### config.mk
export PLATFORM = sky130hd
export DESIGN_NAME = oddsort_cell
export DESIGN_NICKNAME = d
export VERILOG_FILES = /design/src/oddsort_pkg.sv /design/src/oddsort_cell.sv
export SDC_FILE = /design/constraint.sdc
export NUM_CORES = 1
export LEC_CHECK = 0
export BUFFER_PORTS_ARGS = -buffer_cell sky130_fd_sc_hd__buf_2
export CAP_MARGIN = 20
export CELL_PAD_IN_SITES_DETAIL_PLACEMENT = 0
export CELL_PAD_IN_SITES_GLOBAL_PLACEMENT = 1
export CORE_ASPECT_RATIO = 0.8
export CORE_MARGIN = 2
export CORE_UTILIZATION = 30
export CTS_CLUSTER_SIZE = 30
export DETAILED_ROUTE_END_ITERATION = 10
export PLACE_DENSITY_LB_ADDON = 0.1
export SLEW_MARGIN = 40
export SYNTH_ARGS = -nofsm -noshare
export SYNTH_HDL_FRONTEND = slang
export SYNTH_SLANG_ARGS = --single-unit
### constraint.sdc
create_clock -name clk_i -period 4.7 [get_ports clk_i]
set_input_delay 0.47 -clock clk_i [delete_from_list [all_inputs] [get_ports clk_i]]
set_output_delay 0.47 -clock clk_i [all_outputs]
set_load 0.005 [all_outputs]
### src/oddsort_pkg.sv
// shared types, constants and the ordering function of the sorter
// no dependencies
`timescale 1ns / 1ps
`default_nettype none

package oddsort_pkg;

  localparam int unsigned MAX_ITEMS_DEF = 64;
  localparam int unsigned ValW = 31;

  typedef logic [ValW-1:0] value_t;

  typedef enum logic {
    PH_LOAD,
    PH_DRAIN
  } phase_e;

  // what one cell shows its neighbors
  typedef struct packed {
    logic   valid;
    value_t value;
    logic   hit;
  } link_t;

  localparam link_t LINK_NONE = '{valid: 1'b0, value: '0, hit: 1'b0};

  // true if a is emitted before b: odd before even, odd descending, even ascending
  function automatic logic goes_before(value_t a, value_t b);
    logic res;
    if (a[0] != b[0]) begin
      res = a[0];
    end else if (a[0]) begin
      res = (a > b);
    end else begin
      res = (a < b);
    end
    return res;
  endfunction

endpackage

`default_nettype wire

### src/oddsort_cell.sv
// one slot of the insertion chain: holds one element, inserts or shifts
// depends on oddsort_pkg
`timescale 1ns / 1ps
`default_nettype none

module oddsort_cell (
  input  wire logic                clk_i,
  input  wire logic                rst_ni,
  input  wire logic                ins_en_i,
  input  wire oddsort_pkg::value_t ins_value_i,
  input  wire logic                shift_i,
  input  wire oddsort_pkg::link_t  left_i,
  input  wire oddsort_pkg::link_t  right_i,
  output oddsort_pkg::link_t       link_o
);

  logic                valid_q, valid_d;
  oddsort_pkg::value_t value_q, value_d;
  logic                hit;

  // new element lands in the first empty slot or ahead of the first it precedes
  assign hit    = !valid_q || oddsort_pkg::goes_before(ins_value_i, value_q);
  assign link_o = '{valid: valid_q, value: value_q, hit: hit};

  always_comb begin
    valid_d = valid_q;
    value_d = value_q;
    if (shift_i) begin
      valid_d = right_i.valid;
      value_d = right_i.value;
    end else if (ins_en_i) begin
      if (left_i.hit) begin
        valid_d = left_i.valid;
        value_d = left_i.value;
      end else if (hit) begin
        valid_d = 1'b1;
        value_d = ins_value_i;
      end
    end
  end

  always_ff @(posedge clk_i or negedge rst_ni) begin
    if (!rst_ni) begin
      valid_q <= 1'b0;
    end else begin
      valid_q <= valid_d;
    end
  end

  always_ff @(posedge clk_i) begin
    value_q <= value_d;
  end

endmodule

`default_nettype wire

==> run summary, run 1 <==
* **run status** finished, final reports clean
* **hold buffer count at CTS** 1
* **post-synth cell types** 24
* **most frequent standard cell in the layout excluding fill and tap cells** sky130_fd_sc_hd__buf_2
* **HPWL Detailed** 4.94 mm
* **transition time of the tightest slew-check pin** 0.590 ns
* **largest driver fanout on the critical path** 13
* **cell area after synthesis** 2420 sq um
* **post-route total power** 0.844 mW
* **clock latency at the later pin of the worst-skew pair** 0.28 ns
* **fraction of the mapped netlist area in adder cells** 16.0%
* **worst relative slew slack** 60.6%
* **WL per Instance** 12.8 um
* **die width** 105 um
* **maximum vdd drop** 0.000104 V
* **count of standard-cell rows** 29
* **post-synthesis simple-gate area fraction** 11.4%
* **commonest non-fill, non-tap cells in the layout** 131 x sky130_fd_sc_hd__buf_2, 43 x sky130_fd_sc_hd__nand2_1, 38 x sky130_fd_sc_hd__o21ai_0
* **worst path buffer plus inverter count** 2
* **flops & latches, synth** 32
* **post-detailed-route DRC marker count** 0
* **floorplan die height** 84.4 um
* **Setup Total Neg Slack** 0 ns
* **CTS tree** done
* **number of setup violations in the final report** 0
* **max capacitance violation total** 0
* **RSZ-0062 raised after global routing** no
* **core region area** 7870 sq um
* **net count after synthesis** 392
* **via count of the first global-routing pass** 2050
* **part of the Yosys area used for sequential elements** 39.4%
* **Via Count** 2215
* **upper clock frequency limit** 0.340 GHz
* **Top Family by Delay on Critical Path** compound AO/OA/AOI/OAI gates
* **Clock Root Buffer** sky130_fd_sc_hd__clkbuf_8
* **starting utilization of the core area** 30.8%
* **Initial DRC Count** 72
* **startpoint type of the worst setup path** flop
* **placed cell area** 3200 sq um
* **portion of netlist area occupied by mux cells** 12.8%
* **Leakage Power** 1.70 nW
* **share of the core filled with cells in the final layout** 42.0%
* **post-CTS resize count** 0
* **total wire length after detailed routing** 6.41 mm
* **period utilization** 62.5%
* **clock slew at the register clock pins of the worst setup and hold paths** 0.07 ns
* **CP Data Required Time** 4.68 ns
* **post-synthesis xor/xnor area fraction** 0%
* **Synth warnings** 0
* **time the final worst path needs with I/O delays and setup** 2.94 ns
* **clock sink count** 32
* **WP data arrival** 2.92 ns
* **pwr/cell area** 255 nW/um^2
* **largest net degree at the start of global routing** 67
* **Hold Vio Cnt, Final** 0
* **number of clock buffers inserted by TritonCTS** 5
* **count of port buffers added during placement** 132
* **via-per-instance ratio** 4.44
* **category of the worst setup path capture point** flop
* **critical setup path kind** reg2reg
* **Filler cells** 819
* **number of antenna cells inserted** 0
* **maximum level of the CTS H-tree** 2
* **HP Class** in2reg
* **ANT nets after route** 0
* **Slowest cell on crit path** sky130_fd_sc_hd__a31oi_4
* **DRT Pass-1 Iters** 4
* **number of antenna violations at the first check in global routing** 0
* **routability cong.** 0.710
* **Layout area overhead** 36.5%
* **list of cells traversed by the critical path** inv_1 > ha_1 > a21oi_1 > o221ai_1 > o21ai_0 > nand4_1 > o31a_1 > a31oi_4 > buf_4
* **synthesized instance count** 260
* **global-route usage over all layers** 14.4%
* **layout cells sized above 1** 37.1%
* **compound-cell area share of the yosys netlist** 13.2%
* **leftover overflow at the end of global routing** 0
* **combinational family with the most area after synthesis** adder cells
* **overall die area** 8820 sq um
* **buffers from clock root to sink, at most** 2
* **slowest cell delay on critical path** 0.51 ns
* **post-route cell area** 3310 sq um
* **post-CTS setup buffers** 0
* **wire length of the first global-routing pass** 10.1 mm
* **synthesized area per cell** 9.33 sq um
* **I/O pin count** 134
* **count of nets after finishing** 522
* **pins over their slew limit** 0
* **worst setup skew after layout** 0.00744 ns
-- sequential cells by signal (all words and copies together), names as in the netlist --
signal   cells
value_q     31
valid_q      1
-- worst register-to-register path: cells and delay by family, from the launching register on --
family / cells / cell delay [ns]
AO/OA/AOI/OAI: 5 / 1.46
flip-flops: 1 / 0.40
buffers and inverters: 2 / 0.38
adder cells (fa/ha/maj): 1 / 0.23
AND/OR/NAND/NOR: 1 / 0.19
-- cell families after synthesis --
group                      after synthesis
and+or+nand+nor                         63
AOI/OAI and AO/OA                       59
buffers and inverters                   44
DFF                                     32
muxes                                   31
adders and majority gates               31
-- cell usage after synthesis (all sizes together) --
cell type	n	area [sq um]
a21oi	15	75.1
a221oi	1	15.0
a31oi	1	6.26
and4	1	10.0
buf	5	30.0
clkbuf	8	30.0
dfrtp	1	25.0
edfxtp	31	931
ha	31	388
inv	31	116
mux2i	31	310
nand2	43	161
nand2b	1	6.26
nand3	2	10.0
nand3b	1	7.51
nand4	6	37.5
nor2	4	15.0
nor2b	2	12.5
nor3	3	15.0
o21ai	38	190
o221ai	2	17.5
o22ai	1	6.26
o31a	1	8.76
-- metrics by stage --
step / std cells / setup WS, ns / hold WS, ns
global route: 499 / 1.44 / 0.404
finish: 499 / 1.76 / 0.394
detailed placement: 490 / 1.49 / 0.249
CTS: 499 / 1.68 / 0.392
floorplan: 260 / 0.909 / 0.174
global placement: 490 / 1.54 / 0.246
-- worst paths after layout --
| path | startpoint | end | slack, ns | cells past startpoint |
|---|---|---|---|---|
| min in group asynchronous | rst_ni | valid_q | 0.51 | 2 |
| max in group asynchronous | rst_ni | valid_q | 4.11 | 2 |
| setup reg to reg | value_q[18] | value_q[1] | 1.76 | 9 |
| hold / removal | right_i[32] | valid_q | 0.39 | 3 |
| setup / recovery | value_q[18] | value_q[1] | 1.76 | 9 |
| hold reg to reg | valid_q | valid_q | 0.63 | 2 |
-- power breakdown --
| part | total [mW] | internal [mW] | switching, mW | leakage [nW] |
|---|---|---|---|---|
| Sequential | 0.367 | 0.352 | 0.0146 | 0.331 |
| Clock | 0.241 | 0.134 | 0.108 | 0.0515 |
| Combinational | 0.236 | 0.115 | 0.121 | 1.31 |
-- layer usage --
metal / share of wire [%] / track usage (%) / vias up
li1: - / - / 1185
met1: 49 / 20.0 / 951
met2: 42 / 22.0 / 74
met3: 8.1 / 4.50 / 5
met4: 0.70 / 3.32 / 0
met5: 0 / 0 / -
-- cell type report --
cell class	count	area (sq um)	area share, %
Tap cell	108	135	4.08
Inverter	31	116	3.51
Multi-Input combinational cell	184	1310	39.5
Clock buffer	8	100	3.02
Sequential cell	32	956	28.9
Timing Repair Buffer	136	696	21.0
Power figures use the tool's default switching activity.
==> inputs of run 2 (changes only) <==
--- a/config.mk
+++ b/config.mk
@@ -5,13 +5,14 @@
 export SDC_FILE = /design/constraint.sdc
 export NUM_CORES = 1
 export LEC_CHECK = 0
+export ABC_AREA = 1
 export BUFFER_PORTS_ARGS = -buffer_cell sky130_fd_sc_hd__buf_2
 export CAP_MARGIN = 20
 export CELL_PAD_IN_SITES_DETAIL_PLACEMENT = 0
 export CELL_PAD_IN_SITES_GLOBAL_PLACEMENT = 1
 export CORE_ASPECT_RATIO = 0.8
 export CORE_MARGIN = 2
-export CORE_UTILIZATION = 30
+export CORE_UTILIZATION = 28
 export CTS_CLUSTER_SIZE = 30
 export DETAILED_ROUTE_END_ITERATION = 10
 export PLACE_DENSITY_LB_ADDON = 0.1
==> constraint.sdc (replaced) <==
create_clock -name clk_i -period 2.6 [get_ports clk_i]
set_input_delay 0.26 -clock clk_i [delete_from_list [all_inputs] [get_ports clk_i]]
set_output_delay 0.26 -clock clk_i [all_outputs]
set_load 0.005 [all_outputs]
==> run summary, run 2 <==
* **run status** finished, final reports clean
* **die width** 111 um, +6.0%
* **routability cong.** 0.707, -0.32%
* **Hold Vio Cnt, Final** 0, unchanged
* **post-route cell area** 3490 sq um, +5.5%
* **count of nets after finishing** 607, +16%
* **upper clock frequency limit** 0.439 GHz, +29%
* **startpoint type of the worst setup path** flop
* **combinational power share** 27.7%, -0.3 points
* **DRT Pass-1 Iters** 4, unchanged
* **core region area** 8960 sq um, +14%
* **largest net degree at the start of global routing** 32, -52%
* **HP Class** in2async
* **flip-flop count of the largest register after layout** 31, unchanged
* **length in cells of the worst reg-to-reg path** 15, +6
* **time the final worst path needs with I/O delays and setup** 2.28 ns, -0.658 ns
* **I/O pin count** 134, unchanged
* **main area contributors after synthesis** sky130_fd_sc_hd__edfxtp_1 36%, sky130_fd_sc_hd__ha_1 15%, sky130_fd_sc_hd__a21oi_1 14%
* **post-route total power** 1.69 mW, +100%
* **WP data arrival** 2.25 ns, -0.67 ns
* **total wire length after detailed routing** 7.71 mm, +20%
* **starting utilization of the core area** 28.5%, -2.3 points
* **Initial DRC Count** 94, +31%
* **placed cell area** 3350 sq um, +4.6%
* **wire length of the first global-routing pass** 12.3 mm, +22%
* **pins over their slew limit** 0, unchanged
* **part of the power in registers** 39.1%, -4.3 points
* **Synth warnings** 0, unchanged
* **number of synthesized flops with an enable pin** 31, unchanged
* **number of setup violations in the final report** 0, unchanged
* **share of the core filled with cells in the final layout** 39.0%, -3.1 points
* **layout cells sized above 1** 32.1%, -4.9 points
* **net count after synthesis** 477, +22%
* **count of port buffers added during placement** 132, unchanged
* **Leakage Power** 1.90 nW, +12%
* **via count of the first global-routing pass** 2567, +25%
* **clock slew at the register clock pins of the worst setup and hold paths** 0.05 ns, -0.02 ns
* **largest driver fanout on the critical path** 31, +18
* **count of standard-cell rows** 31, +6.9%
* **most repeated cell in the gate-level netlist after synthesis** sky130_fd_sc_hd__nand2_1
* **most common flop cell mapped by yosys** sky130_fd_sc_hd__edfxtp_1
* **floorplan die height** 89.4 um, +5.9%
* **internal power summed over all cells** 1.20 mW, +99%
* **transition time of the tightest slew-check pin** 0.609 ns, +0.0188 ns
* **share of the synthesized area in the top cell type** 36.5%, -1.9 points
* **ranking of synthesized cells by instance count** 89 x sky130_fd_sc_hd__nand2_1, 72 x sky130_fd_sc_hd__a21oi_1, 50 x sky130_fd_sc_hd__inv_1
* **Layout area overhead** 36.9%
* **number of antenna violations at the first check in global routing** 0, unchanged
* **ANT nets after route** 0, unchanged
* **post-CTS resize count** 0, unchanged
* **most frequent standard cell in the layout excluding fill and tap cells** sky130_fd_sc_hd__buf_2
* **WL per Instance** 13.0 um, +1.5%
* **switching power of the nets** 0.497 mW, +100%
* **net switching share of the total power** 29.3%, +0.48 points
* **clock sink count** 32, unchanged
* **worst setup skew after layout** 0.00338 ns, -0.00406 ns
* **period utilization** 87.7%, +25 points
* **CTS tree** done
* **maximum vdd drop** 0.000193 V, +85%
* **pwr/cell area** 485 nW/um^2, +90%
* **post-synth cell types** 18, -25%
* **RSZ-0062 raised after global routing** no
* **most flop-heavy register** value_q
* **clock latency at the later pin of the worst-skew pair** 0.27 ns, about the same
* **category of the worst setup path capture point** flop
* **maximum level of the CTS H-tree** 2, unchanged
* **leftover overflow at the end of global routing** 0, unchanged
* **via-per-instance ratio** 4.41, -0.74%
* **synthesized area per cell** 7.40 sq um, -21%
* **Clock Root Buffer** sky130_fd_sc_hd__clkbuf_16
* **flops & latches, synth** 32, unchanged
* **largest registers in the final layout** value_q (31), valid_q (1)
* **worst slack on hold paths** 0.293 ns, -0.101 ns
* **CP Data Required Time** 2.57 ns, -2.11 ns
* **number of antenna cells inserted** 0, unchanged
* **critical setup path kind** reg2reg
* **global-route usage over all layers** 15.8%, +1.4 points
* **fraction of synthesis flops using an asynchronous set or reset pin** 3.13%, unchanged
* **commonest non-fill, non-tap cells in the layout** 132 x sky130_fd_sc_hd__buf_2, 89 x sky130_fd_sc_hd__nand2_1, 72 x sky130_fd_sc_hd__a21oi_1
* **number of clock buffers inserted by TritonCTS** 5, unchanged
* **library cell with the largest summed area after synthesis** sky130_fd_sc_hd__edfxtp_1
* **HPWL Detailed** 5.94 mm, +20%
* **worst relative slew slack** 59.4%, -1.3 points
* **portion of total power attributed to the clock network** 33.2%, +4.6 points
* **Setup Total Neg Slack** 0 ns, unchanged
* **cell area after synthesis** 2550 sq um, +5.3%
* **overall die area** 9900 sq um, +12%
* **max capacitance violation total** 0, unchanged
* **part of the Yosys area used for sequential elements** 37.5%, -2.0 points
* **synthesized instance count** 345, +33%
* **buffers from clock root to sink, at most** 2, unchanged
* **Via Count** 2604, +18%
* **post-detailed-route DRC marker count** 0, unchanged
[run 2: cell types whose count changed in the layout (fill, tap and decap cells not counted), moves of 3 or more]
cell                        previous run  this run
sky130_fd_sc_hd__mux2i_1              31         0
sky130_fd_sc_hd__o21ai_0              38         1
sky130_fd_sc_hd__inv_1                31        50
sky130_fd_sc_hd__nand3_1               2         5
sky130_fd_sc_hd__clkbuf_8              7         0
sky130_fd_sc_hd__nand2_1              43        89
sky130_fd_sc_hd__a21oi_1              15        72
sky130_fd_sc_hd__clkbuf_16             0         5
sky130_fd_sc_hd__nor2_2                0         4
sky130_fd_sc_hd__nand4_1               6         0
sky130_fd_sc_hd__nor2_1                4        36
[run 2: power by group through the flow]
stage	combinational, mW	clock [mW]	sequential, mW
global placement	0.476	0	0.671
global route	0.550	0.612	0.670
detailed placement	0.476	0	0.674
CTS	0.481	0.590	0.663
floorplan	0.260	0	0.678
finish	0.470	0.562	0.663
[run 2: layout make-up]
class	instances	area, sq um
clock buffer	7	133
clock inverter	1	3.75
fill	982	5470
inverter	50	188
multi-input combinational	247	1340
sequential	32	956
tap	115	144
timing repair buffer	139	728
[run 2: critical path, stage by stage, from the launching register on]
cell and delay (ns):
sky130_fd_sc_hd__edfxtp_1 0.34, sky130_fd_sc_hd__inv_1 0.05, sky130_fd_sc_hd__ha_1 0.28, sky130_fd_sc_hd__nand2_1 0.08
sky130_fd_sc_hd__nor2_2 0.13, sky130_fd_sc_hd__nand2_1 0.08, sky130_fd_sc_hd__nor3_2 0.21, sky130_fd_sc_hd__nand2_1 0.10
sky130_fd_sc_hd__nand2_1 0.06, sky130_fd_sc_hd__nand2_1 0.05, sky130_fd_sc_hd__nand2_1 0.07, sky130_fd_sc_hd__nand2_2 0.06
sky130_fd_sc_hd__nand3_2 0.07, sky130_fd_sc_hd__nand2_2 0.06, sky130_fd_sc_hd__inv_1 0.09, sky130_fd_sc_hd__buf_12 0.22
[run 2: per-stage QoR]
step / setup WS (ns) / instances
floorplan: 0.137 / 345
global placement: 0.319 / 582
detailed placement: 0.289 / 582
CTS: 0.274 / 591
global route: 0.0851 / 591
finish: 0.320 / 591
[run 2: cells by family (layout without fill, tap and decap cells)]
group	Yosys count	count (layout)	share of synthesized area [%]
adders and majority gates	31	31	15.2
DFF	32	32	37.5
AOI/OAI and AO/OA	75	75	14.9
buffers and inverters	66	197	10.0
and+or+nand+nor	141	141	22.5
[run 2: worst paths after layout]
path                             start          end  slack (ns)
max reg2reg                value_q[22]  value_q[15]        0.32
min reg2reg                    valid_q      valid_q        0.56
min in group clk_i         right_i[21]  value_q[20]        0.30
max in group asynchronous       rst_ni      valid_q        2.22
max                        value_q[22]  value_q[15]        0.32
min                             rst_ni      valid_q        0.29
[run 2: per-layer routing]
layer	global-route usage [%]	up-vias	share of wire (%)
met4	3.75	0	0.69
li1	-	1381	-
met3	5.15	4	7.2
met2	25.7	77	43
met1	20.7	1142	49
met5	0	-	0
[run 2: what timing repair did]
| action | in CTS | in global routing |
|---|---|---|
| endpoints found under the hold margin | 1 | 0 |
| setup buffers | 0 | 0 |
| hold buffers | 1 | 0 |
==> inputs of run 3 (changes only) <==
--- a/config.mk
+++ b/config.mk
@@ -5,14 +5,13 @@
 export SDC_FILE = /design/constraint.sdc
 export NUM_CORES = 1
 export LEC_CHECK = 0
-export ABC_AREA = 1
 export BUFFER_PORTS_ARGS = -buffer_cell sky130_fd_sc_hd__buf_2
 export CAP_MARGIN = 20
 export CELL_PAD_IN_SITES_DETAIL_PLACEMENT = 0
 export CELL_PAD_IN_SITES_GLOBAL_PLACEMENT = 1
 export CORE_ASPECT_RATIO = 0.8
 export CORE_MARGIN = 2
-export CORE_UTILIZATION = 28
+export CORE_UTILIZATION = 29
 export CTS_CLUSTER_SIZE = 30
 export DETAILED_ROUTE_END_ITERATION = 10
 export PLACE_DENSITY_LB_ADDON = 0.1
==> run summary, run 3 (synthesis gave the netlist of run 1 again) <==
* **portion of total power attributed to the clock network** 24.7%, -8.5 points
* **post-detailed-route DRC marker count** 0, unchanged
* **floorplan die height** 85.8 um, -4.0%
* **WP data arrival** 2.44 ns, +0.19 ns
* **Initial DRC Count** 71, -24%
* **number of antenna cells inserted** 0, unchanged
* **total wire length after detailed routing** 6.46 mm, -16%
* **die width** 106 um, -4.1%
* **category of the worst setup path capture point** flop
* **Hold Vio Cnt, Final** 0, unchanged
* **clock latency at the later pin of the worst-skew pair** 0.28 ns, about the same
* **most flop-heavy register** value_q
* **maximum vdd drop** 0.000165 V, -14%
* **transition time of the tightest slew-check pin** 0.405 ns, -0.204 ns
* **number of setup violations in the final report** 0, unchanged
* **CP Data Required Time** 2.59 ns, +0.02 ns
* **time the final worst path needs with I/O delays and setup** 2.46 ns, +0.177 ns
* **period utilization** 94.5%, +6.8 points
* **R2R Setup Slk** 0.14 ns, -0.18 ns
* **via count of the first global-routing pass** 2209, -14%
* **clock sink count** 32, unchanged
* **critical setup path kind** reg2reg
* **worst hold path depth** 3
* **startpoint of the worst register-to-register path** value_q[13]
* **maximum level of the CTS H-tree** 2, unchanged
* **startpoint type of the worst setup path** flop
* **WL per Instance** 12.8 um, -2.2%
* **via-per-instance ratio** 4.42, +0.20%
* **leftover overflow at the end of global routing** 0, unchanged
* **placed cell area** 3240 sq um, -3.2%
* **Filler cells** 852, -13%
* **Leakage Power** 1.73 nW, -8.9%
* **commonest non-fill, non-tap cells in the layout** 132 x sky130_fd_sc_hd__buf_2, 43 x sky130_fd_sc_hd__nand2_1, 36 x sky130_fd_sc_hd__o21ai_0
* **count of nets after finishing** 529, -13%
* **upper clock frequency limit** 0.407 GHz, -7.2%
* **routability cong.** 0.705, -0.38%
* **flip-flop count of the largest register after layout** 31, unchanged
* **slowest cell delay on critical path** 0.38 ns, +0.04 ns
* **internal power summed over all cells** 1.05 mW, -12%
* **Hold Startpoint** right_i[32]
* **Layout area overhead** 40.6%
* **DRT Pass-1 Iters** 4, unchanged
* **post-route total power** 1.50 mW, -12%
* **core region area** 8020 sq um, -11%
* **run status** finished, final reports clean
* **combinational power share** 31.1%, +3.4 points
* **net switching share of the total power** 29.7%, +0.37 points
* **Slowest cell on crit path** sky130_fd_sc_hd__edfxtp_1
* **capturing point of the worst reg2reg path** value_q[26]
* **largest net degree at the start of global routing** 27, -16%
* **max capacitance violation total** 0, unchanged
* **HP Class** in2reg
* **worst relative slew slack** 73.0%, +14 points
* **post-route cell area** 3410 sq um, -2.4%
* **count of standard-cell rows** 29, -6.5%
* **wire length of the first global-routing pass** 10.3 mm, -17%
* **layout cells sized above 1** 40.5%, +8.3 points
* **pwr/cell area** 439 nW/um^2, -9.6%
* **list of cells traversed by the critical path** inv_1 > ha_1 > a21oi_1 > nand2_1 > a221oi_2 > a21oi_2 > o31a_1 > a31oi_4 > buf_4
* **end of the worst hold path** valid_q
* **Clock Root Buffer** sky130_fd_sc_hd__clkbuf_8
* **worst setup skew after layout** 0.00777 ns, +0.00439 ns
* **HPWL Detailed** 5.27 mm, -11%
* **most frequent standard cell in the layout excluding fill and tap cells** sky130_fd_sc_hd__buf_2
* **largest registers in the final layout** value_q (31), valid_q (1)
* **RSZ-0062 raised after global routing** no
* **global-route usage over all layers** 14.2%, -1.6 points
* **Via Count** 2234, -14%
* **switching power of the nets** 0.444 mW, -11%
* **largest driver fanout on the critical path** 8, -74%
* **buffers from clock root to sink, at most** 2, unchanged
* **I/O pin count** 134, unchanged
* **number of clock buffers inserted by TritonCTS** 5, unchanged
* **starting utilization of the core area** 30.2%, +1.8 points
* **CTS tree** done
* **number of antenna violations at the first check in global routing** 0, unchanged
* **overall die area** 9110 sq um, -7.9%
* **part of the power in registers** 44.3%, +5.2 points
* **ANT nets after route** 0, unchanged
* **pins over their slew limit** 0, unchanged
* **clock slew at the register clock pins of the worst setup and hold paths** 0.07 ns, +0.02 ns
* **count of port buffers added during placement** 132, unchanged
* **length in cells of the worst reg-to-reg path** 9, -6
==> run 3: area by class of cell <==
class	instances	area, sq um	area share, %
Multi-Input combinational cell	184	1360	39.9
Sequential cell	32	956	28.0
Timing Repair Buffer	143	758	22.2
Tap cell	108	135	3.96
Inverter	31	116	3.41
Clock buffer	7	76.3	2.24
Clock inverter	1	5.00	0.147
==> run 3: timing repair <==
item	CTS	global route
hold endpoints to repair	1	0
setup buffers	0	3
pin swaps	0	9
hold buffers	1	0
gates resized for setup	3	9
setup endpoints to repair	9	32
==> run 3: worst max-delay path, delay by kind of cell, from the launching register on <==
family | cells | cell delay (ns)
AO/OA/AOI/OAI | 5 | 1.15
flip-flops | 1 | 0.38
adder cells (fa/ha/maj) | 1 | 0.26
buffers and inverters | 2 | 0.29
AND/OR/NAND/NOR | 1 | 0.07
==> run 3: power groups by stage <==
| stage | Clock (mW) | Sequential (mW) | Combinational, mW |
|---|---|---|---|
| finish | 0.369 | 0.662 | 0.465 |
| global route | 0.403 | 0.671 | 0.538 |
| CTS | 0.388 | 0.664 | 0.453 |
| detailed placement | 0 | 0.675 | 0.446 |
| global placement | 0 | 0.673 | 0.443 |
| floorplan | 0 | 0.680 | 0.233 |
==> run 3: worst max-delay path by stage <==
stage,endpoint,start,slack (ns),cells past startpoint
after floorplan,value_q[0],value_q[13],0.04,7
after global placement,value_q[28],ins_value_i[18],0.06,9
after detailed placement,value_q[26],ins_value_i[18],-0.0008,9
after CTS,value_q[26],value_q[18],0.05,9
after global routing,link_o[0],value_q[20],0.009,9
final,value_q[26],value_q[13],0.14,9
==> run 3: metrics by stage <==
stage	setup WS, ns	TNS (ns)	hold WS [ns]	instances	utilization [%]
floorplan	0.0423	0	-0.0356	260	-
global placement	0.0566	0	0.0352	494	40.4
detailed placement	-0.000816	-0.00408	0.0358	494	40.4
CTS	0.0514	0	0.184	503	41.7
global route	0.00906	0	0.221	506	42.5
finish	0.144	0	0.191	506	42.5
==> run 3: per-layer routing <==
| metal | track usage (%) | wire [um] | vias to the layer above |
|---|---|---|---|
| li1 | - | - | 1194 |
| met3 | 3.72 | 446 | 2 |
| met1 | 19.0 | 3080 | 973 |
| met5 | 0 | 0 | - |
| met4 | 3.23 | 22 | 0 |
| met2 | 23.1 | 2910 | 65 |
